**config.mk**
```make
export PLATFORM = sky130hd
export DESIGN_NAME = console_output_filter
export DESIGN_NICKNAME = d
export VERILOG_FILES = /design/src/design/cof_pkg.sv /design/src/design/cof_front.sv /design/src/design/cof_queue.sv /design/src/design/cof_back.sv /design/src/design/console_output_filter.sv
export SDC_FILE = /design/constraint.sdc
export NUM_CORES = 1
export LEC_CHECK = 0
export BUFFER_PORTS_ARGS = -buffer_cell sky130_fd_sc_hd__buf_2
export CORE_ASPECT_RATIO = 1.4
export CORE_UTILIZATION = 45
export CTS_CLUSTER_SIZE = 16
export DETAILED_ROUTE_END_ITERATION = 10
export HOLD_SLACK_MARGIN = 0.03
export PLACE_DENSITY = 0.66
export SLEW_MARGIN = 40
export SYNTH_ARGS = -nofsm -noshare
export SYNTH_HDL_FRONTEND = slang
export SYNTH_SLANG_ARGS = --single-unit
```
**constraint.sdc**
```tcl
create_clock -name i_clk -period 4.7 [get_ports i_clk]
set_clock_uncertainty 0.15 [all_clocks]
set_input_delay 0.94 -clock i_clk [delete_from_list [all_inputs] [get_ports i_clk]]
set_output_delay 0.94 -clock i_clk [all_outputs]
set_load 0.005 [all_outputs]
```
**src/design/cof_pkg.sv**
```systemverilog
// cof_pkg: shared types and constants of the console output filter.
// Holds the escape sequences, the token passed from front to back, and the state enums.
// Depends on nothing; cof_front, cof_queue, cof_back and console_output_filter use it.
`default_nettype none

package cof_pkg;

    localparam int WRAP_LEN       = 5;
    localparam int DETACH_SEQ_LEN = 16;

    localparam logic [7:0] ESC = 8'h1B;

    // ESC [ ? 7 l  (wrap off) and ESC [ ? 7 h  (wrap on)
    localparam logic [7:0] WRAP_OFF [WRAP_LEN] = '{8'h1B, 8'h5B, 8'h3F, 8'h37, 8'h6C};
    localparam logic [7:0] WRAP_ON  [WRAP_LEN] = '{8'h1B, 8'h5B, 8'h3F, 8'h37, 8'h68};

    // ESC ] s c o r p i - d e t a c h BEL
    localparam logic [7:0] DETACH_PAT [DETACH_SEQ_LEN] = '{
        8'h1B, 8'h5D, 8'h73, 8'h63, 8'h6F, 8'h72, 8'h70, 8'h69,
        8'h2D, 8'h64, 8'h65, 8'h74, 8'h61, 8'h63, 8'h68, 8'h07
    };

    // One byte handed from the front stage to the back stage.
    // has_byte low marks an end-of-request marker that carries no byte.
    typedef struct packed {
        logic [7:0] data;
        logic       has_byte;
        logic       eos;
    } t_token;

    typedef struct packed {
        logic empty;
        logic full;
    } t_queue_status;

    typedef enum logic {
        FRONT_IDLE,
        FRONT_ISSUE
    } t_front_state;

    typedef enum logic [1:0] {
        BACK_IDLE,
        BACK_REPLAY,
        BACK_FLUSH
    } t_back_state;

endpackage

`default_nettype wire

```
**src/design/cof_front.sv**
```systemverilog
// cof_front: accepts requests and rewrites the wrap-disable sequence into wrap-enable.
// Emits one token per cycle into the queue while it is not full; the last token of a request carries eos.
// Depends on cof_pkg.
`default_nettype none

module cof_front (
    input  wire logic                   i_clk,
    input  wire logic                   i_rst_n,
    input  wire logic                   i_in_valid,
    output logic                        o_in_ready,
    input  wire logic [7:0]             i_in_byte,
    input  wire logic                   i_end_of_read,
    input  wire cof_pkg::t_queue_status i_q_status,
    output logic                        o_push,
    output cof_pkg::t_token             o_token
);

    cof_pkg::t_front_state r_state;
    cof_pkg::t_front_state n_state;

    logic [2:0] r_wcnt;
    logic [7:0] r_list [cof_pkg::WRAP_LEN];
    logic [2:0] r_n;
    logic [2:0] r_idx;

    logic       accept;
    logic       match;
    logic       a_on;
    logic       hc;
    logic [2:0] a_len;
    logic [2:0] b_len;
    logic [2:0] keep_cnt;
    logic [2:0] plan_n;
    logic [2:0] boff;
    logic [7:0] plan [cof_pkg::WRAP_LEN];
    logic       last_tok;

    assign accept   = i_in_valid && o_in_ready;
    assign last_tok = (r_n == 3'd0) || (r_idx == r_n - 3'd1);

    // Plan the bytes this request releases: held prefix or replacement, the byte, flush.
    always_comb begin
        match    = (i_in_byte == cof_pkg::WRAP_OFF[r_wcnt]);
        a_len    = 3'd0;
        a_on     = 1'b0;
        hc       = 1'b0;
        keep_cnt = 3'd0;
        boff     = 3'd0;
        if (match && r_wcnt == 3'(cof_pkg::WRAP_LEN - 1)) begin
            a_len = 3'(cof_pkg::WRAP_LEN);
            a_on  = 1'b1;
        end else if (match) begin
            keep_cnt = r_wcnt + 3'd1;
        end else begin
            a_len = r_wcnt;
            if (r_wcnt != 3'd0 && i_in_byte == cof_pkg::ESC) begin
                keep_cnt = 3'd1;
            end else begin
                hc = 1'b1;
            end
        end
        b_len  = i_end_of_read ? keep_cnt : 3'd0;
        plan_n = a_len + {2'b00, hc} + b_len;
        for (int i = 0; i < cof_pkg::WRAP_LEN; i++) begin
            boff = 3'(i) - a_len - {2'b00, hc};
            if (3'(i) < a_len) begin
                plan[i] = a_on ? cof_pkg::WRAP_ON[i] : cof_pkg::WRAP_OFF[i];
            end else if (3'(i) == a_len && hc) begin
                plan[i] = i_in_byte;
            end else if (boff < 3'(cof_pkg::WRAP_LEN)) begin
                plan[i] = cof_pkg::WRAP_OFF[boff];
            end else begin
                plan[i] = 8'h00;
            end
        end
    end

    always_comb begin
        n_state = r_state;
        unique case (r_state)
            cof_pkg::FRONT_IDLE: begin
                if (accept) begin
                    n_state = cof_pkg::FRONT_ISSUE;
                end
            end
            cof_pkg::FRONT_ISSUE: begin
                if (o_push && last_tok) begin
                    n_state = cof_pkg::FRONT_IDLE;
                end
            end
            default: n_state = cof_pkg::FRONT_IDLE;
        endcase
    end

    always_comb begin
        o_in_ready       = (r_state == cof_pkg::FRONT_IDLE);
        o_push           = (r_state == cof_pkg::FRONT_ISSUE) && !i_q_status.full;
        o_token.data     = r_list[r_idx];
        o_token.has_byte = (r_n != 3'd0);
        o_token.eos      = last_tok;
    end

    always_ff @(posedge i_clk) begin
        if (!i_rst_n) begin
            r_state <= cof_pkg::FRONT_IDLE;
            r_wcnt  <= 3'd0;
            r_n     <= 3'd0;
            r_idx   <= 3'd0;
        end else begin
            r_state <= n_state;
            if (accept) begin
                r_wcnt <= i_end_of_read ? 3'd0 : keep_cnt;
                r_n    <= plan_n;
                r_idx  <= 3'd0;
            end else if (o_push && !last_tok) begin
                r_idx <= r_idx + 3'd1;
            end
        end
    end

    always_ff @(posedge i_clk) begin
        if (accept) begin
            r_list <= plan;
        end
    end

endmodule

`default_nettype wire

```
**src/design/cof_queue.sv**
```systemverilog
// cof_queue: small token queue between the front and back stages.
// Register-based ring with a fill count; depth set by DEPTH.
// Depends on cof_pkg.
`default_nettype none

module cof_queue #(
    parameter int DEPTH = 4
) (
    input  wire logic                   i_clk,
    input  wire logic                   i_rst_n,
    input  wire logic                   i_push,
    input  wire cof_pkg::t_token        i_data,
    input  wire logic                   i_pop,
    output cof_pkg::t_token             o_data,
    output cof_pkg::t_queue_status      o_status
);

    localparam int AW = (DEPTH > 1) ? $clog2(DEPTH) : 1;
    localparam int CW = $clog2(DEPTH + 1);

    cof_pkg::t_token r_mem [DEPTH];
    logic [AW-1:0]   r_wptr;
    logic [AW-1:0]   r_rptr;
    logic [CW-1:0]   r_count;

    assign o_data         = r_mem[r_rptr];
    assign o_status.empty = (r_count == CW'(0));
    assign o_status.full  = (r_count == CW'(DEPTH));

    always_ff @(posedge i_clk) begin
        if (!i_rst_n) begin
            r_wptr  <= '0;
            r_rptr  <= '0;
            r_count <= '0;
        end else begin
            if (i_push) begin
                r_wptr <= (r_wptr == AW'(DEPTH - 1)) ? '0 : r_wptr + AW'(1);
            end
            if (i_pop) begin
                r_rptr <= (r_rptr == AW'(DEPTH - 1)) ? '0 : r_rptr + AW'(1);
            end
            case ({i_push, i_pop})
                2'b10:   r_count <= r_count + CW'(1);
                2'b01:   r_count <= r_count - CW'(1);
                default: r_count <= r_count;
            endcase
        end
    end

    always_ff @(posedge i_clk) begin
        if (i_push) begin
            r_mem[r_wptr] <= i_data;
        end
    end

endmodule

`default_nettype wire

```
**src/design/cof_back.sv**
```systemverilog
// cof_back: detach-sequence matcher and result output register.
// Replays a held prefix one byte a cycle while the output is free, holds the newest result until the
// end of its request is known, and drives the output channel. Depends on cof_pkg.
`default_nettype none

module cof_back (
    input  wire logic                   i_clk,
    input  wire logic                   i_rst_n,
    input  wire cof_pkg::t_token        i_token,
    input  wire cof_pkg::t_queue_status i_q_status,
    output logic                        o_pop,
    output logic                        o_out_valid,
    input  wire logic                   i_out_ready,
    output logic [7:0]                  o_out_byte,
    output logic                        o_detach_seen,
    output logic                        o_last_of_run
);

    cof_pkg::t_back_state r_state;
    cof_pkg::t_back_state n_state;

    logic [3:0] r_dcnt,        n_dcnt;
    logic       r_detached,    n_detached;
    logic [7:0] r_c,           n_c;
    logic [3:0] r_rcnt,        n_rcnt;
    logic [3:0] r_ridx,        n_ridx;
    logic       r_eos,         n_eos;
    logic       r_pend_valid,  n_pend_valid;
    logic [7:0] r_pend_byte,   n_pend_byte;
    logic       r_pend_det,    n_pend_det;
    logic       r_out_valid,   n_out_valid;
    logic [7:0] r_out_byte,    n_out_byte;
    logic       r_out_det,     n_out_det;
    logic       r_out_last,    n_out_last;

    logic       out_free;
    logic       take;
    logic       rep_step;
    logic       hit;
    logic       skip;
    logic       act_adv;
    logic       act_det;
    logic       act_pass;
    logic       act_replay;
    logic       rep_char;
    logic       rep_last_esc;
    logic       gen_valid;
    logic [7:0] gen_byte;
    logic       tok_end;
    logic       step_end;
    logic       out_wr;
    logic       out_last;

    always_comb begin
        out_free     = !r_out_valid || i_out_ready;
        take         = (r_state == cof_pkg::BACK_IDLE) && !i_q_status.empty && out_free;
        rep_step     = (r_state == cof_pkg::BACK_REPLAY) && out_free;
        hit          = (i_token.data == cof_pkg::DETACH_PAT[r_dcnt]);
        skip         = !i_token.has_byte || r_detached;
        act_adv      = take && !skip && hit && (r_dcnt != 4'(cof_pkg::DETACH_SEQ_LEN - 1));
        act_det      = take && !skip && hit && (r_dcnt == 4'(cof_pkg::DETACH_SEQ_LEN - 1));
        act_pass     = take && !skip && !hit && (r_dcnt == 4'd0);
        act_replay   = take && !skip && !hit && (r_dcnt != 4'd0);
        rep_char     = (r_ridx == r_rcnt);
        rep_last_esc = !rep_char && (r_ridx == r_rcnt - 4'd1) && (r_c == cof_pkg::ESC);
        gen_valid    = act_det || act_pass || rep_step;
        if (act_pass) begin
            gen_byte = i_token.data;
        end else if (rep_step) begin
            gen_byte = rep_char ? r_c : cof_pkg::DETACH_PAT[r_ridx];
        end else begin
            gen_byte = 8'h00;
        end
        tok_end  = (take && !act_replay) || (rep_step && (rep_char || rep_last_esc));
        step_end = tok_end && ((r_state == cof_pkg::BACK_IDLE) ? i_token.eos : r_eos);
    end

    always_comb begin
        n_state = r_state;
        unique case (r_state)
            cof_pkg::BACK_IDLE: begin
                if (act_replay) begin
                    n_state = cof_pkg::BACK_REPLAY;
                end else if (step_end && gen_valid) begin
                    n_state = cof_pkg::BACK_FLUSH;
                end
            end
            cof_pkg::BACK_REPLAY: begin
                if (tok_end) begin
                    n_state = step_end ? cof_pkg::BACK_FLUSH : cof_pkg::BACK_IDLE;
                end
            end
            cof_pkg::BACK_FLUSH: begin
                if (out_free) begin
                    n_state = cof_pkg::BACK_IDLE;
                end
            end
            default: n_state = cof_pkg::BACK_IDLE;
        endcase
    end

    always_comb begin
        n_dcnt       = r_dcnt;
        n_detached   = r_detached;
        n_c          = r_c;
        n_rcnt       = r_rcnt;
        n_ridx       = r_ridx;
        n_eos        = r_eos;
        n_pend_valid = r_pend_valid;
        n_pend_byte  = r_pend_byte;
        n_pend_det   = r_pend_det;
        out_wr       = 1'b0;
        out_last     = 1'b0;

        // Move the held result out: as last once its request ends, else when displaced.
        if (r_state == cof_pkg::BACK_FLUSH) begin
            if (out_free) begin
                out_wr       = 1'b1;
                out_last     = 1'b1;
                n_pend_valid = 1'b0;
            end
        end else if (gen_valid) begin
            out_wr       = r_pend_valid;
            n_pend_valid = 1'b1;
            n_pend_byte  = gen_byte;
            n_pend_det   = act_det;
        end else if (step_end && r_pend_valid) begin
            out_wr       = 1'b1;
            out_last     = 1'b1;
            n_pend_valid = 1'b0;
        end

        n_out_valid = out_wr ? 1'b1 : (i_out_ready ? 1'b0 : r_out_valid);
        n_out_byte  = out_wr ? r_pend_byte : r_out_byte;
        n_out_det   = out_wr ? r_pend_det : r_out_det;
        n_out_last  = out_wr ? out_last : r_out_last;

        if (act_adv) begin
            n_dcnt = r_dcnt + 4'd1;
        end
        if (act_det) begin
            n_dcnt     = 4'd0;
            n_detached = 1'b1;
        end
        if (act_replay) begin
            n_dcnt = 4'd0;
            n_c    = i_token.data;
            n_rcnt = r_dcnt;
            n_ridx = 4'd0;
            n_eos  = i_token.eos;
        end
        if (rep_step) begin
            if (rep_last_esc) begin
                n_dcnt = 4'd1;
            end else if (!rep_char) begin
                n_ridx = r_ridx + 4'd1;
            end
        end

        o_pop         = take;
        o_out_valid   = r_out_valid;
        o_out_byte    = r_out_byte;
        o_detach_seen = r_out_det;
        o_last_of_run = r_out_last;
    end

    always_ff @(posedge i_clk) begin
        if (!i_rst_n) begin
            r_state      <= cof_pkg::BACK_IDLE;
            r_dcnt       <= 4'd0;
            r_detached   <= 1'b0;
            r_rcnt       <= 4'd0;
            r_ridx       <= 4'd0;
            r_pend_valid <= 1'b0;
            r_out_valid  <= 1'b0;
        end else begin
            r_state      <= n_state;
            r_dcnt       <= n_dcnt;
            r_detached   <= n_detached;
            r_rcnt       <= n_rcnt;
            r_ridx       <= n_ridx;
            r_pend_valid <= n_pend_valid;
            r_out_valid  <= n_out_valid;
        end
    end

    always_ff @(posedge i_clk) begin
        r_c         <= n_c;
        r_eos       <= n_eos;
        r_pend_byte <= n_pend_byte;
        r_pend_det  <= n_pend_det;
        r_out_byte  <= n_out_byte;
        r_out_det   <= n_out_det;
        r_out_last  <= n_out_last;
    end

endmodule

`default_nettype wire

```
**src/design/console_output_filter.sv**
```systemverilog
// console_output_filter: top level of the two-stage terminal output filter.
// Instantiates cof_front, cof_queue and cof_back; depends on cof_pkg.
//
//   Channel | Handshake                 | Payload
//   --------+---------------------------+--------------------------------------------
//   in      | i_in_valid / o_in_ready   | i_in_byte[7:0], i_end_of_read
//   out     | o_out_valid / i_out_ready | o_out_byte[7:0], o_detach_seen, o_last_of_run
//
// Flow: each accepted request queues one token per byte the wrap stage releases
//   (at least one, up to five). The detach stage takes queued bytes one at a time; a
//   mismatch replays the held prefix (up to 15 bytes) plus the breaking byte unless
//   it is ESC, and a request whose last byte gives a result needs a closing step.
// Reset: synchronous, active low; clears all match counts and the detach flag.
// Stalls: a result held by i_out_ready low freezes the detach stage while the wrap stage
//   goes on until the queue fills. After detach, requests are taken and return nothing.
`default_nettype none

module console_output_filter #(
    parameter int QUEUE_DEPTH = 4
) (
    input  wire logic       i_clk,
    input  wire logic       i_rst_n,
    input  wire logic       i_in_valid,
    output logic            o_in_ready,
    input  wire logic [7:0] i_in_byte,
    input  wire logic       i_end_of_read,
    output logic            o_out_valid,
    input  wire logic       i_out_ready,
    output logic [7:0]      o_out_byte,
    output logic            o_detach_seen,
    output logic            o_last_of_run
);

    cof_pkg::t_token        push_token;
    cof_pkg::t_token        head_token;
    cof_pkg::t_queue_status q_status;
    logic                   push;
    logic                   pop;

    // Front: hold partial wrap-disable matches, swap full ones for wrap-enable.
    cof_front u_front (
        .i_clk         (i_clk),
        .i_rst_n       (i_rst_n),
        .i_in_valid    (i_in_valid),
        .o_in_ready    (o_in_ready),
        .i_in_byte     (i_in_byte),
        .i_end_of_read (i_end_of_read),
        .i_q_status    (q_status),
        .o_push        (push),
        .o_token       (push_token)
    );

    // Decouple the two stages so each can stall on its own.
    cof_queue #(
        .DEPTH (QUEUE_DEPTH)
    ) u_queue (
        .i_clk    (i_clk),
        .i_rst_n  (i_rst_n),
        .i_push   (push),
        .i_data   (push_token),
        .i_pop    (pop),
        .o_data   (head_token),
        .o_status (q_status)
    );

    // Back: match the detach sequence, replay held prefixes, mark each request's last result.
    cof_back u_back (
        .i_clk         (i_clk),
        .i_rst_n       (i_rst_n),
        .i_token       (head_token),
        .i_q_status    (q_status),
        .o_pop         (pop),
        .o_out_valid   (o_out_valid),
        .i_out_ready   (i_out_ready),
        .o_out_byte    (o_out_byte),
        .o_detach_seen (o_detach_seen),
        .o_last_of_run (o_last_of_run)
    );

endmodule

`default_nettype wire

```
# Yosys cells after proc, flatten, opt, wreduce, memory -nomap -nowiden
# Memories as Yosys holds them, arrays and structs flattened. A register that Yosys moved wholly into a read port is not among the register bits.
# Index checks and enable logic that the tools add are counted.
op_classes:
  addsub: 22
  mul: 0
  div: 0
  magnitude_cmp: 19
  eq_ne: 24
  shifts: 0
  mux: 83
  bitwise_logic: 12
  n_reduce_logical: 59
op_table:
  columns: ["op", "count"]
  rows:
  - ["$mux W8", 32]
  - ["$mux W4", 9]
  - ["$ge A4 B4 Y1 const B", 7]
  - ["$logic_and A1 B1 Y1", 28]
  - ["$not A3 Y4", 7]
  - ["$bmux W8 S3", 1]
  - ["$mux W1", 22]
  - ["$mux W3", 7]
  - ["$mux W2", 9]
  - ["$eq A8 B5 Y1 const B", 2]
  - ["$eq A8 B8 Y1", 2]
  - ["$lt A3 B3 Y1 const B", 5]
  - ["$sub A3 B1 Y3", 5]
  - ["$ge A5 B5 Y1 const B", 2]
  - ["$not A4 Y5", 2]
  - ["$add A3 B1 Y3 const B", 3]
  - ["$logic_not A1 Y1", 9]
  - ["$logic_not A3 Y1", 3]
  - ["$reduce_bool A3 Y1", 3]
  - ["$add A4 B1 Y4 const B", 2]
  - ["$eq A2 B2 Y1 const B", 4]
  - ["$eq A4 B4 Y1", 2]
  - ["$logic_or A1 B1 Y1", 7]
  - ["$eq A2 B3 Y1 const A", 2]
  - ["other kinds (31)", 44]
totals:
  ff_bits: 102
  latchBits: 0
  ramBits: 40
  romBits: 640
  input_bits: 13
  output_inout_bits: 12
  word_cells: 254
  n_memories: 9
mem_list:
  columns: ["memory", "words", "word_bits", "rd", "rd_ports_with_merged_regs", "wr", "line", "text"]
  rows:
  - ["(name not given)", 16, 8, 1, 0, 0, "cof_back.sv:58", "hit = (i_token.data == cof_pkg::DETACH_PAT[r_dcnt]);"]
  - ["(name not given)", 16, 8, 1, 0, 0, "cof_back.sv:70", "gen_byte = rep_char ? r_c : cof_pkg::DETACH_PAT[r_ridx];"]
  - ["(name not given)", 8, 8, 1, 0, 0, "cof_front.sv:43", "match = (i_in_byte == cof_pkg::WRAP_OFF[r_wcnt]);"]
  - ["(name not given)", 8, 8, 1, 0, 0, "cof_front.sv:71", "plan[i] = cof_pkg::WRAP_OFF[boff];"]
  - ["(name not given)", 8, 8, 1, 0, 0, "cof_front.sv:71", null]
  - ["(name not given)", 8, 8, 1, 0, 0, "cof_front.sv:71", null]
  - ["3 more memories", null, null, null, null, null, null, null]

# Longest topological paths before layout
# Gate-level depths: netlist of the first run.
depth:
  depth_word: 17
  mapped_depth: 16
  ltp_nobuf: 15

# Modules after synthesis
# Synthesis of the first run repeated with hierarchy kept, for this count alone.
hier_totals:
  cells_unflattened: 765
  hier_area_um2: 8234.1
by_module_without_submodules:
  columns: ["module", "n_inst", "cells_per_inst", "area_each_um2", "seq_area_each_um2"]
  rows:
  - ["cof_front", 1, 381, 3508.4, 1401.3]
  - ["cof_back", 1, 285, 2819.0, 1181.1]
  - ["cof_queue", 1, 99, 1906.8, 1381.3]

# Least setup slack after synthesis of the first run
# Ideal clock, no wire load.
synth_timing:
  kind: "input to register"
  from: "input port i_in_byte[6]"
  to: "register u_front.r_list[2] (netlist bit) (data pin)"
  setup_time_ns: 0.260
  arrival_time_ns: 3.778
  required_ns: 4.290
  setup_slack_ns: 0.512
  cell_stages: 14
  path_buffers: 2
  cell_sequence: "clkbuf_1 -> nand3b_1 -> or4_1 -> o41ai_2 -> nand2b_4 -> o21ai_4 -> inv_2 -> buf_6 -> ha_1 -> ha_1 -> xor2_1 -> mux2_2 -> mux2i_1 -> a21oi_1"
synth_lines:
  columns: ["element", "line", "text"]
  rows:
  - ["from (decl)", "console_output_filter.sv:25", "input wire logic [7:0] i_in_byte,"]
  - ["to (signal assigned)", "cof_front.sv:123", "r_list <= plan;"]
  - ["to (decl)", "cof_front.sv:22", "logic [7:0] r_list [cof_pkg::WRAP_LEN];"]

# Worst setup path in the final report of the first run
layout_timing:
  from: "input port i_in_byte[0]"
  to: "register u_front.r_list[18] (netlist bit) (data pin)"
layout_via:
  elab_chain_cells: 12
  word_cells_on_any_way: 21
  classes_between: "add/sub (2); order compare (2); eq/ne (3); mux (9); bitwise (1); reduce/logical (3); memory (1)"
layout_rtl:
  columns: ["element"]
  rows:
  - ["branches (longest 12 deep; another with $mem_v2 Z8 W8)"]
# Parallel ways; which one is timed is not known. The select of a mux whose other input is x is not followed.
# A chain may end at the register's enable or synchronous reset.

==> out/metrics.yaml, run 1 <==
fill_cells: 1486
synth_xor_area_frac: 0.0383
most-common-layout-cells: "108 x edfxtp_1, 61 x nand2_1, 48 x inv_1"
clockBufferDepth: 2
fin_nets: 755
synth_area_per_cell_um2: 11.5
yosysWarnings: 0
hold_viol_final: 0
cts-root-buf: "clkbuf_16"
peakVddDrop_v: 0.000238
cts_tree: "done"
path_clk_slew_ns: 0.06
crit_family: "simple AND/OR/NAND/NOR gates"
drive_gt1_frac: 0.158
power.density_mw_per_mm2: 401
yosysTopAreaCell: "edfxtp_1"
cp.arrival_ns: 4.02
tightest_slew_ns: 0.775
synth_top_area_share: 0.417
portBuffers: 24
synth_top_family_by_area: "simple AND/OR/NAND/NOR gates"
synth.area.top_cells: "edfxtp_1 42%, dfxtp_1 9.3%, ha_1 6.9%, mux4_2 4.3%, nand2_1 2.9%"
die_x_um: 113
postSynth.asyncResetShare: 0
critPathKind: "in2reg"
tns_ns: 0
diodes: 0
fin_area_mm2: 0.00865
status: "complete, no violations"
cp_num_cells: 14
cts_setup_buffers: 0
placed_area_mm2: 0.00806
ctsResizeCount: 0
ys_seq_area_frac: 0.510
synthAdderAreaFrac: 0.0769
clkLatencyLatePin_ns: 0.43
dr.pass1.iters: 4
crit_required_ns: 4.82
synth_mux_area_frac: 0.0716
crit_end: "u_front.r_list[18]$_SDFFCE_PP1P_"
reg2reg_from: "u_front.r_wcnt[1]$_SDFFE_PN0P_"
drv_slew: 0
gp_congestion: 0.860
setup_viol: 0
fin_crit_sh: 0.831
critical_path_buf_inv_count: 3
drc: 0
first_global_vias: 5157
synth_ff_type: "edfxtp_1"
grt_max_degree: 46
multiInputGateArea_mm2: 0.00348
synth_edf_count: 108
initialDrtViolationCount: 395
leakagePower_nw: 3.11
hp-class: "reg2reg"
die_y_um: 158
synthSimpleGateAreaFrac: 0.140
timing.rr.end: "u_front.r_list[18]$_SDFFCE_PP1P_"
antenna_found_initial: 0
fmax_mhz: 256
die_area_mm2: 0.0178
core_area_mm2: 0.0168
ff2ff_path_depth: 15
crit_fanout: 9
numCtsBuffers: 17
syn-num-nets: 733
grt_pass1_wl_mm: 25.8
wirelength_mm: 15.8
crit_slowest_cell: "or4_1"
rsz0062_at_grt: "no"
ctsHoldBuffers: 0
area_growth_syn_to_layout_pct: 11.1
synth_cells: 674
cp-start-kind: "primary input"
drt.antenna.violating_nets: 0
clock-sinks: 144
std_cell_rows: 56
cts.htree.levels: 4
critPathMostFrequentCell: "o21ai_0"
syn_area_mm2: 0.00778
final_common_cell: "edfxtp_1"
wl_per_cell_um: 17.4
synth_compound_area_frac: 0.120
utilization: 0.514
io_pins: 25
maxSlewHeadroom: 0.482
initial_utilization: 0.463
seqCellArea_mm2: 0.00396
crit_chain: "buf_2 > or2_1 > or4_1 > o41ai_2 > nand2b_4 > o21ai_4 > inv_2 > ha_1 > ha_1 > inv_1 > o21ai_0 > o21ai_0 > nor2b_1 > o21ai_0"
dp_hpwl_mm: 12.0
cap_violations: 0
grt_usage: 0.193
grt-ovfl-total: 0
startpoint: "i_in_byte[0]"
synth_cell_types: 79
end_kind: "flop"
yosys_register_bits: 144
r2r_slack_ns: 0.83
vias: 5147
period_needed_ns: 3.91
routed_via_density: 5.64
max_stage_delay_ns: 0.55
-- registers in the layout (all words and copies together) (netlist names), 4 cells and up, named ones only --
| name | cells |
|---|---|
| u_back.r_c | 8 |
| u_queue.r_mem | 40 |
| u_back.o_out_byte | 8 |
| u_front.r_list | 40 |
| u_back.r_dcnt | 4 |
| u_back.r_pend_byte | 8 |
| u_back.r_rcnt | 4 |
| u_back.r_ridx | 4 |
-- through the flow --
step,hold slack (ns),std cells,setup slack [ns],power (mW)
2_1_floorplan,0.250,674,0.512,2.03
5_1_grt,0.275,912,0.538,3.62
4_1_cts,0.270,912,0.839,3.51
3_3_place_gp,0.250,880,0.531,2.15
6_report,0.268,912,0.792,3.47
3_5_place_dp,0.255,880,0.400,2.19
-- synthesized netlist by cell type, types with 3 or more instances --
cell	n
a21o_1	8
o31ai_1	3
o21a_1	4
or3_1	5
o211ai_1	5
and2_1	12
ha_1	43
nor2_1	47
clkbuf_1	14
mux4_2	15
fa_1	3
nor3_1	14
nand3_1	11
xor2_1	12
nand2_1	61
o311ai_0	3
a221o_2	6
mux2i_1	8
buf_6	4
a21oi_1	30
buf_2	6
o21ai_0	37
a211oi_1	8
nor4_1	6
dfxtp_1	36
edfxtp_1	108
xnor2_1	22
mux4_1	4
nor2b_1	13
a21boi_0	10
inv_1	48
and3_1	8
-- where the power goes --
group	internal, mW	switching, mW	leakage [nW]
Clock	0.784	0.531	0.278
Sequential	1.54	0.0702	1.24
Combinational	0.236	0.313	1.59
-- logic make-up (layout without fill, tap and decap cells) --
kind of cell / after synthesis / in the layout
fa+ha+maj: 46 / 46
compound gates: 135 / 135
buf+inv: 79 / 114
xor+xnor: 34 / 34
mux: 30 / 30
simple gates: 206 / 206
flops: 144 / 144
-- worst min path at each step --
stage	start	endpoint	slack [ns]	cells after the start
floorplan	u_back.r_pend_det$_DFFE_PP_	u_back.o_detach_seen$_DFFE_PP_	0.25	0
global placement	u_back.r_pend_byte[1]$_DFFE_PP_	u_back.o_out_byte[1]$_DFFE_PP_	0.25	0
detailed placement	u_back.r_pend_det$_DFFE_PP_	u_back.o_detach_seen$_DFFE_PP_	0.26	0
CTS	u_back.r_pend_byte[2]$_DFFE_PP_	u_back.o_out_byte[2]$_DFFE_PP_	0.27	0
global route	u_back.r_pend_det$_DFFE_PP_	u_back.o_detach_seen$_DFFE_PP_	0.27	0
finish	u_back.r_pend_byte[2]$_DFFE_PP_	u_back.o_out_byte[2]$_DFFE_PP_	0.27	0
-- per-layer routing --
metal | share of wire | routed length, um | track usage
met4 | 0.032 | 510 | 0.100
met2 | 0.58 | 9150 | 0.380
met1 | 0.36 | 5670 | 0.184
met5 | 0 | 0 | 0
met3 | 0.032 | 503 | 0.0420
-- area by class of cell --
type	count	area share
Clock buffer	17	0.0492
Clock inverter	15	0.0182
Inverter	51	0.0224
Multi-Input combinational cell	451	0.402
Sequential cell	144	0.458
Tap cell	203	0.0294
Timing Repair Buffer	31	0.0200
No activity file was read; power rests on OpenSTA's default activity.
==> run 2, diff against run 1 <==
--- a/config.mk
+++ b/config.mk
@@ -5,13 +5,14 @@
 export SDC_FILE = /design/constraint.sdc
 export NUM_CORES = 1
 export LEC_CHECK = 0
+export ABC_AREA = 1
 export BUFFER_PORTS_ARGS = -buffer_cell sky130_fd_sc_hd__buf_2
 export CORE_ASPECT_RATIO = 1.4
 export CORE_UTILIZATION = 45
 export CTS_CLUSTER_SIZE = 16
 export DETAILED_ROUTE_END_ITERATION = 10
 export HOLD_SLACK_MARGIN = 0.03
-export PLACE_DENSITY = 0.66
+export PLACE_DENSITY = 0.68
 export SLEW_MARGIN = 40
 export SYNTH_ARGS = -nofsm -noshare
 export SYNTH_HDL_FRONTEND = slang
==> constraint.sdc (replaced) <==
create_clock -name i_clk -period 3.33 [get_ports i_clk]
set_clock_uncertainty 0.15 [all_clocks]
set_input_delay 0.666 -clock i_clk [delete_from_list [all_inputs] [get_ports i_clk]]
set_output_delay 0.666 -clock i_clk [all_outputs]
set_load 0.005 [all_outputs]
==> out/metrics.yaml, run 2 <==
power.density_mw_per_mm2: 562  # +40%
wirelength_mm: 18.3  # +15%
initial_utilization: 0.465  # +0.00248
postSynth.asyncResetShare: 0  # unchanged
first_global_vias: 6341  # +23%
rsz0062_at_grt: "no"
synth_cells: 928  # +38%
crit_fanout: 5  # -4
io_pins: 25  # unchanged
core_area_mm2: 0.0175  # +4.3%
ff2ff_path_depth: 16  # +1
die_x_um: 116  # +2.4%
seqCellArea_mm2: 0.00397  # about the same
leakagePower_nw: 4.01  # +29%
std_cell_rows: 57  # +1.8%
ctsHoldBuffers: 0  # unchanged
cts.htree.levels: 4  # unchanged
syn_area_mm2: 0.00816  # +4.9%
tightest_slew_ns: 0.657  # -0.118 ns
hp-class: "reg2reg"
area_growth_syn_to_layout_pct: 13.4
most-common-layout-cells: "233 x nand2_1, 112 x inv_1, 108 x edfxtp_1"
tns_ns: 0  # unchanged
grtUsageMet1: 0.213  # +0.0296
initialDrtViolationCount: 364  # -7.8%
wl_per_cell_um: 14.8  # -15%
synth_cell_types: 54  # -32%
end_kind: "flop"
drive_gt1_frac: 0.138  # -0.0196
reg_top3: "u_front.r_list x40, u_queue.r_mem x40"
crit_chain: "buf_4 > ha_1 > xor2_1 > nand3_1 > o22a_1 > nor2_2 > nand2_1 > nand2_4 > inv_4 > ha_1 > ha_1 > xnor2_1 > inv_1 > o21ai_0 > o211ai_2 > o211ai_1"
gp_congestion: 0.940  # +9.4%
fin_crit_sh: 0.916
fmax_mhz: 328
reg2reg_from: "u_front.r_wcnt[1]$_SDFFE_PN0P_"
drc: 0  # unchanged
use_met3: 0.0360  # -0.00595
critPathMostFrequentCell: "ha_1"
routed_via_density: 5.18  # -8.2%
cts_tree: "done"
clockBufferDepth: 2  # unchanged
drt.antenna.violating_nets: 0  # unchanged
cp.arrival_ns: 3.16  # -0.86 ns
grt_use_met2: 0.406  # +0.0255
syn-num-nets: 987  # +35%
synth_area_per_cell_um2: 8.79  # -24%
clkLatencyLatePin_ns: 0.43  # about the same
fin_nets: 1043  # +38%
yosysWarnings: 0  # unchanged
fill_cells: 1615  # +8.7%
peakVddDrop_v: 0.000435  # +83%
synth.area.top_cells: "edfxtp_1 40%, nand2_1 11%, dfxtp_1 8.8%, ha_1 6.6%, inv_1 5.2%"
grt_usage: 0.214  # +0.0214
cap_violations: 0  # unchanged
clock-sinks: 144  # unchanged
crit_slowest_cell: "dfxtp_1"
yosysMostFrequentCell: "nand2_1"
cts-root-buf: "clkbuf_16"
critical_path_buf_inv_count: 3  # unchanged
grt-ovfl-total: 0  # unchanged
max_stage_delay_ns: 0.33  # -0.22 ns
multiInputGateArea_mm2: 0.00354  # +1.8%
r2r_slack_ns: 0.28  # -0.55 ns
die_y_um: 161  # +2.4%
utilization: 0.527  # +0.0133
ys_seq_area_frac: 0.486  # -0.0238
timing.rr.end: "u_front.r_list[18]$_SDFFCE_PP1P_"
grt_max_degree: 44  # -4.3%
cp_num_cells: 16  # +2
yosys_register_bits: 144  # unchanged
yosysTopAreaCell: "edfxtp_1"
path_clk_slew_ns: 0.06  # about the same
synth_edf_count: 108  # unchanged
place_worst_setup_slack_ns: 0.0351  # -0.365 ns
setup_ws_ns: 0.278  # -0.514 ns
synth_top_area_share: 0.397  # -0.0194
status: "complete, no violations"
crit_end: "u_front.r_list[18]$_SDFFCE_PP1P_"
diodes: 0  # unchanged
cp-start-kind: "flop"
portBuffers: 24  # unchanged
grt_pass1_wl_mm: 30.5  # +18%
drv_slew: 0  # unchanged
maxSlewHeadroom: 0.561  # +0.0790
critPathKind: "reg2reg"
setup_viol: 0  # unchanged
holdCritStartpoint: "u_back.r_pend_byte[3]$_DFFE_PP_"
numCtsBuffers: 17  # unchanged
final_common_cell: "nand2_1"
die_area_mm2: 0.0187  # +4.8%
synthTopCellsByCount: "233 x nand2_1, 112 x inv_1, 108 x edfxtp_1"
antenna_found_initial: 0  # unchanged
hold_viol_final: 0  # unchanged
dr.pass1.iters: 7  # +3
busiest_layer: "met2"
startpoint: "u_front.r_wcnt[1]$_SDFFE_PN0P_"
crit_required_ns: 3.44  # -1.38 ns
vias: 6385  # +24%
synth_ff_type: "edfxtp_1"
dp_hpwl_mm: 14.0  # +16%
crit_family: "compound AO/OA/AOI/OAI gates"
period_needed_ns: 3.05
-- run 2: cell count changes in the layout (fill, tap and decap cells not counted), moves of 15 or more --
cell | before | now
xnor2_1 | 22 | 6
mux4_2 | 15 | 0
nand3_1 | 11 | 66
nand2_1 | 61 | 233
buf_4 | 7 | 41
a21oi_1 | 30 | 59
inv_1 | 48 | 112
-- run 2: per-stage QoR --
step	hold slack, ns	area, um2	total power, mW	std cells
2_1_floorplan	0.250	8160	3.18	928
3_3_place_gp	0.251	8720	3.49	1201
3_5_place_dp	0.256	8720	3.52	1201
4_1_cts	0.271	9250	5.24	1233
5_1_grt	0.276	9250	5.48	1233
6_report	0.270	9250	5.20	1233
-- run 2: area by class of cell --
cell class | instances | area share
Clock buffer | 19 | 0.0468
Clock inverter | 13 | 0.0108
Inverter | 128 | 0.0530
Multi-Input combinational cell | 628 | 0.383
Sequential cell | 144 | 0.428
Tap cell | 236 | 0.0319
Timing Repair Buffer | 65 | 0.0462
-- run 2: cells by family after synthesis --
| family | share of synthesized area |
|---|---|
| xor gates and xnor gates | 0.0204 |
| muxes | 0.00138 |
| adders and majority gates | 0.0733 |
| and+or+nand+nor | 0.216 |
| DFF | 0.486 |
| buffers and inverters | 0.0800 |
| AOI/OAI and AO/OA | 0.123 |
-- run 2: what timing repair did --
action	in CTS	in global routing
setup buffers	0	0
setup endpoints to repair	0	3
resized for setup	0	1
-- run 2: routing by layer --
metal,vias to the layer above,wire length [um]
met1,2931,6780
li1,3242,-
met5,-,0
met2,149,10100
met4,0,905
met3,63,495
-- run 2: worst min path at each step --
stage	to	slack, ns	cells after the start
floorplan	u_back.o_detach_seen$_DFFE_PP_	0.25	0
global placement	u_back.o_out_byte[5]$_DFFE_PP_	0.25	0
detailed placement	u_back.o_out_byte[5]$_DFFE_PP_	0.26	0
CTS	u_back.o_detach_seen$_DFFE_PP_	0.27	0
global route	u_back.o_out_byte[3]$_DFFE_PP_	0.28	0
finish	u_back.o_out_byte[3]$_DFFE_PP_	0.27	0
-- run 2: power breakdown --
group | internal (mW) | switching, mW | total [mW]
combinational | 0.380 | 0.811 | 1.19
clock | 0.966 | 0.761 | 1.73
sequential | 2.22 | 0.0618 | 2.28
==> run 3, diff against run 2 <==
--- a/config.mk
+++ b/config.mk
@@ -12,7 +12,7 @@
 export CTS_CLUSTER_SIZE = 16
 export DETAILED_ROUTE_END_ITERATION = 10
 export HOLD_SLACK_MARGIN = 0.03
-export PLACE_DENSITY = 0.68
+export PLACE_DENSITY = 0.66
 export SLEW_MARGIN = 40
 export SYNTH_ARGS = -nofsm -noshare
 export SYNTH_HDL_FRONTEND = slang
==> constraint.sdc (replaced) <==
create_clock -name i_clk -period 3.87 [get_ports i_clk]
set_clock_uncertainty 0.15 [all_clocks]
set_input_delay 0.774 -clock i_clk [delete_from_list [all_inputs] [get_ports i_clk]]
set_output_delay 0.774 -clock i_clk [all_outputs]
set_load 0.005 [all_outputs]
==> out/metrics.yaml, run 3 (synthesis results as in run 2) <==
status: "complete, no violations"
ctsResizeCount: 0  # unchanged
cap_violations: 0  # unchanged
hp-class: "reg2reg"
cts-root-buf: "clkbuf_16"
peakVddDrop_v: 0.000308  # -29%
met2WireLength_mm: 9.61  # -4.7%
diodes: 0  # unchanged
p_int_mw: 3.24  # -9.3%
cp_num_cells: 16  # unchanged
die_y_um: 161  # unchanged
most-common-layout-cells: "233 x nand2_1, 112 x inv_1, 108 x edfxtp_1"
drt.antenna.violating_nets: 0  # unchanged
antenna_found_initial: 0  # unchanged
power.density_mw_per_mm2: 506  # -9.9%
wirelength_mm: 18.1  # -0.96%
switchingPower_mw: 1.39  # -15%
std_cell_rows: 57  # unchanged
wl_met3_um: 622  # +26%
drive_gt1_frac: 0.118  # -0.0201
first_global_vias: 6115  # -3.6%
setup_ws_ns: 0.467  # +0.189 ns
setup_viol: 0  # unchanged
critical_path_buf_inv_count: 3  # unchanged
clockBufferDepth: 2  # unchanged
period_needed_ns: 3.40  # +0.351 ns
crit_family: "compound AO/OA/AOI/OAI gates"
cts.htree.levels: 4  # unchanged
grt_max_degree: 44  # unchanged
routed_via_density: 5.22  # +0.77%
dp_hpwl_mm: 13.8  # -1.4%
wl_per_cell_um: 15.0  # +1.1%
maxUsedRoutingLayer: "met4"
crit_fanout: 7  # +2
die_x_um: 116  # unchanged
seqCellArea_mm2: 0.00396  # about the same
die_area_mm2: 0.0187  # unchanged
seq_power_share: 0.425  # -0.014
initialDrtViolationCount: 301  # -17%
grt-ovfl-total: 0  # unchanged
hold_viol_final: 0  # unchanged
crit_chain: "inv_1 > ha_1 > xnor2_1 > nand2_1 > o22a_1 > nor2_2 > nand2_1 > nand2_4 > inv_4 > ha_1 > ha_1 > xnor2_1 > inv_1 > o21ai_0 > o211ai_2 > o211ai_1"
drv_slew: 0  # unchanged
wl_met1_mm: 6.77  # -0.18%
tightest_slew_ns: 0.650  # -0.00726 ns
rsz0062_at_grt: "no"
maxSlewHeadroom: 0.566  # +0.00484
clkLatencyLatePin_ns: 0.42  # about the same
fill_cells: 1645  # +1.9%
cts_setup_buffers: 0  # unchanged
crit_slowest_cell: "dfxtp_1"
cp.arrival_ns: 3.51  # +0.35 ns
end_kind: "flop"
place_worst_setup_slack_ns: 0.308  # +0.273 ns
final_common_cell: "nand2_1"
fmax_mhz: 294  # -10%
cts_tree: "done"
initial_utilization: 0.465  # unchanged
reg_top3: "u_front.r_list x40, u_queue.r_mem x40"
fin_nets: 1018  # -2.4%
max_stage_delay_ns: 0.45  # +0.12 ns
area_growth_syn_to_layout_pct: 12.0
gp_congestion: 0.915  # -2.7%
critPathKind: "reg2reg"
tns_ns: 0  # unchanged
pwr-share-clk: 0.354  # +0.022
dr.pass1.iters: 5  # -2
cp-start-kind: "flop"
ff2ff_path_depth: 16  # unchanged
multiInputGateArea_mm2: 0.00355  # +0.28%
leakagePower_nw: 3.90  # -2.7%
grt_pass1_wl_mm: 29.4  # -3.6%
ctsHoldBuffers: 0  # unchanged
numCtsBuffers: 17  # unchanged
portBuffers: 24  # unchanged
grt_usage: 0.208  # -0.00639
io_pins: 25  # unchanged
critPathMostFrequentCell: "ha_1"
clock-sinks: 144  # unchanged
share_comb_of_total_power: 0.222  # -0.007
vias: 6304  # -1.3%
worst_hold_path.num_cells: 0  # unchanged
fin_crit_sh: 0.879  # -0.0371
drc: 0  # unchanged
crit_required_ns: 3.98  # +0.54 ns
core_area_mm2: 0.0175  # unchanged
swShare: 0.300  # -0.0136
path_clk_slew_ns: 0.06  # about the same
run 3: cell types whose count changed in the layout (fill, tap and decap cells not counted):
cell and change:
nor2_1 -4, buf_4 -25, nor2_2 +4, dfxtp_1 +1, dfxtp_2 -1, inv_4 -2, clkinvlp_4 +2, inv_6 -6
clkbuf_1 -1, clkinv_1 +2, clkinv_4 +2, bufinv_16 +3
run 3: path summary, 6_finish.rpt:
kind,from,to,slack (ns)
worst max register to register,u_front.r_wcnt[1]$_SDFFE_PN0P_,u_front.r_list[21]$_SDFFCE_PP1P_,0.47
worst max-delay path,u_front.r_wcnt[1]$_SDFFE_PN0P_,u_front.r_list[21]$_SDFFCE_PP1P_,0.47
worst min register to register,u_back.r_pend_byte[7]$_DFFE_PP_,u_back.o_out_byte[7]$_DFFE_PP_,0.27
worst min-delay path,u_back.r_pend_byte[7]$_DFFE_PP_,u_back.o_out_byte[7]$_DFFE_PP_,0.27
run 3: routing by layer:
layer,vias up,global-route usage
met2,161,0.375
met1,2870,0.212
met5,-,0
met3,77,0.0417
met4,0,0.140
li1,3196,-
run 3: layout make-up:
type | count | area share
Timing Repair Buffer | 40 | 0.0263
Clock inverter | 14 | 0.0181
Multi-Input combinational cell | 628 | 0.389
Sequential cell | 144 | 0.434
Tap cell | 236 | 0.0323
Clock buffer | 18 | 0.0470
Inverter | 128 | 0.0537
run 3: metrics by stage:
step,hold WS [ns],instances,power (mW),util,cell area [um2]
floorplan,0.250,928,2.74,-,8160
global placement,0.251,1176,3.00,0.486,8530
detailed placement,0.255,1176,3.02,0.487,8540
CTS,0.269,1208,4.66,0.521,9140
global route,0.275,1208,4.86,0.521,9140
finish,0.267,1208,4.63,0.521,9140
run 3: power groups by stage:
stage                     Sequential [mW]  Combinational (mW)  Clock, mW
after CTS                            1.97                1.03       1.66
after global placement               1.99                1.01          0
final                                1.96                1.03       1.64
after detailed placement             2.00                1.03          0
after floorplan                      1.99               0.749          0
after global routing                 1.98                1.16       1.72
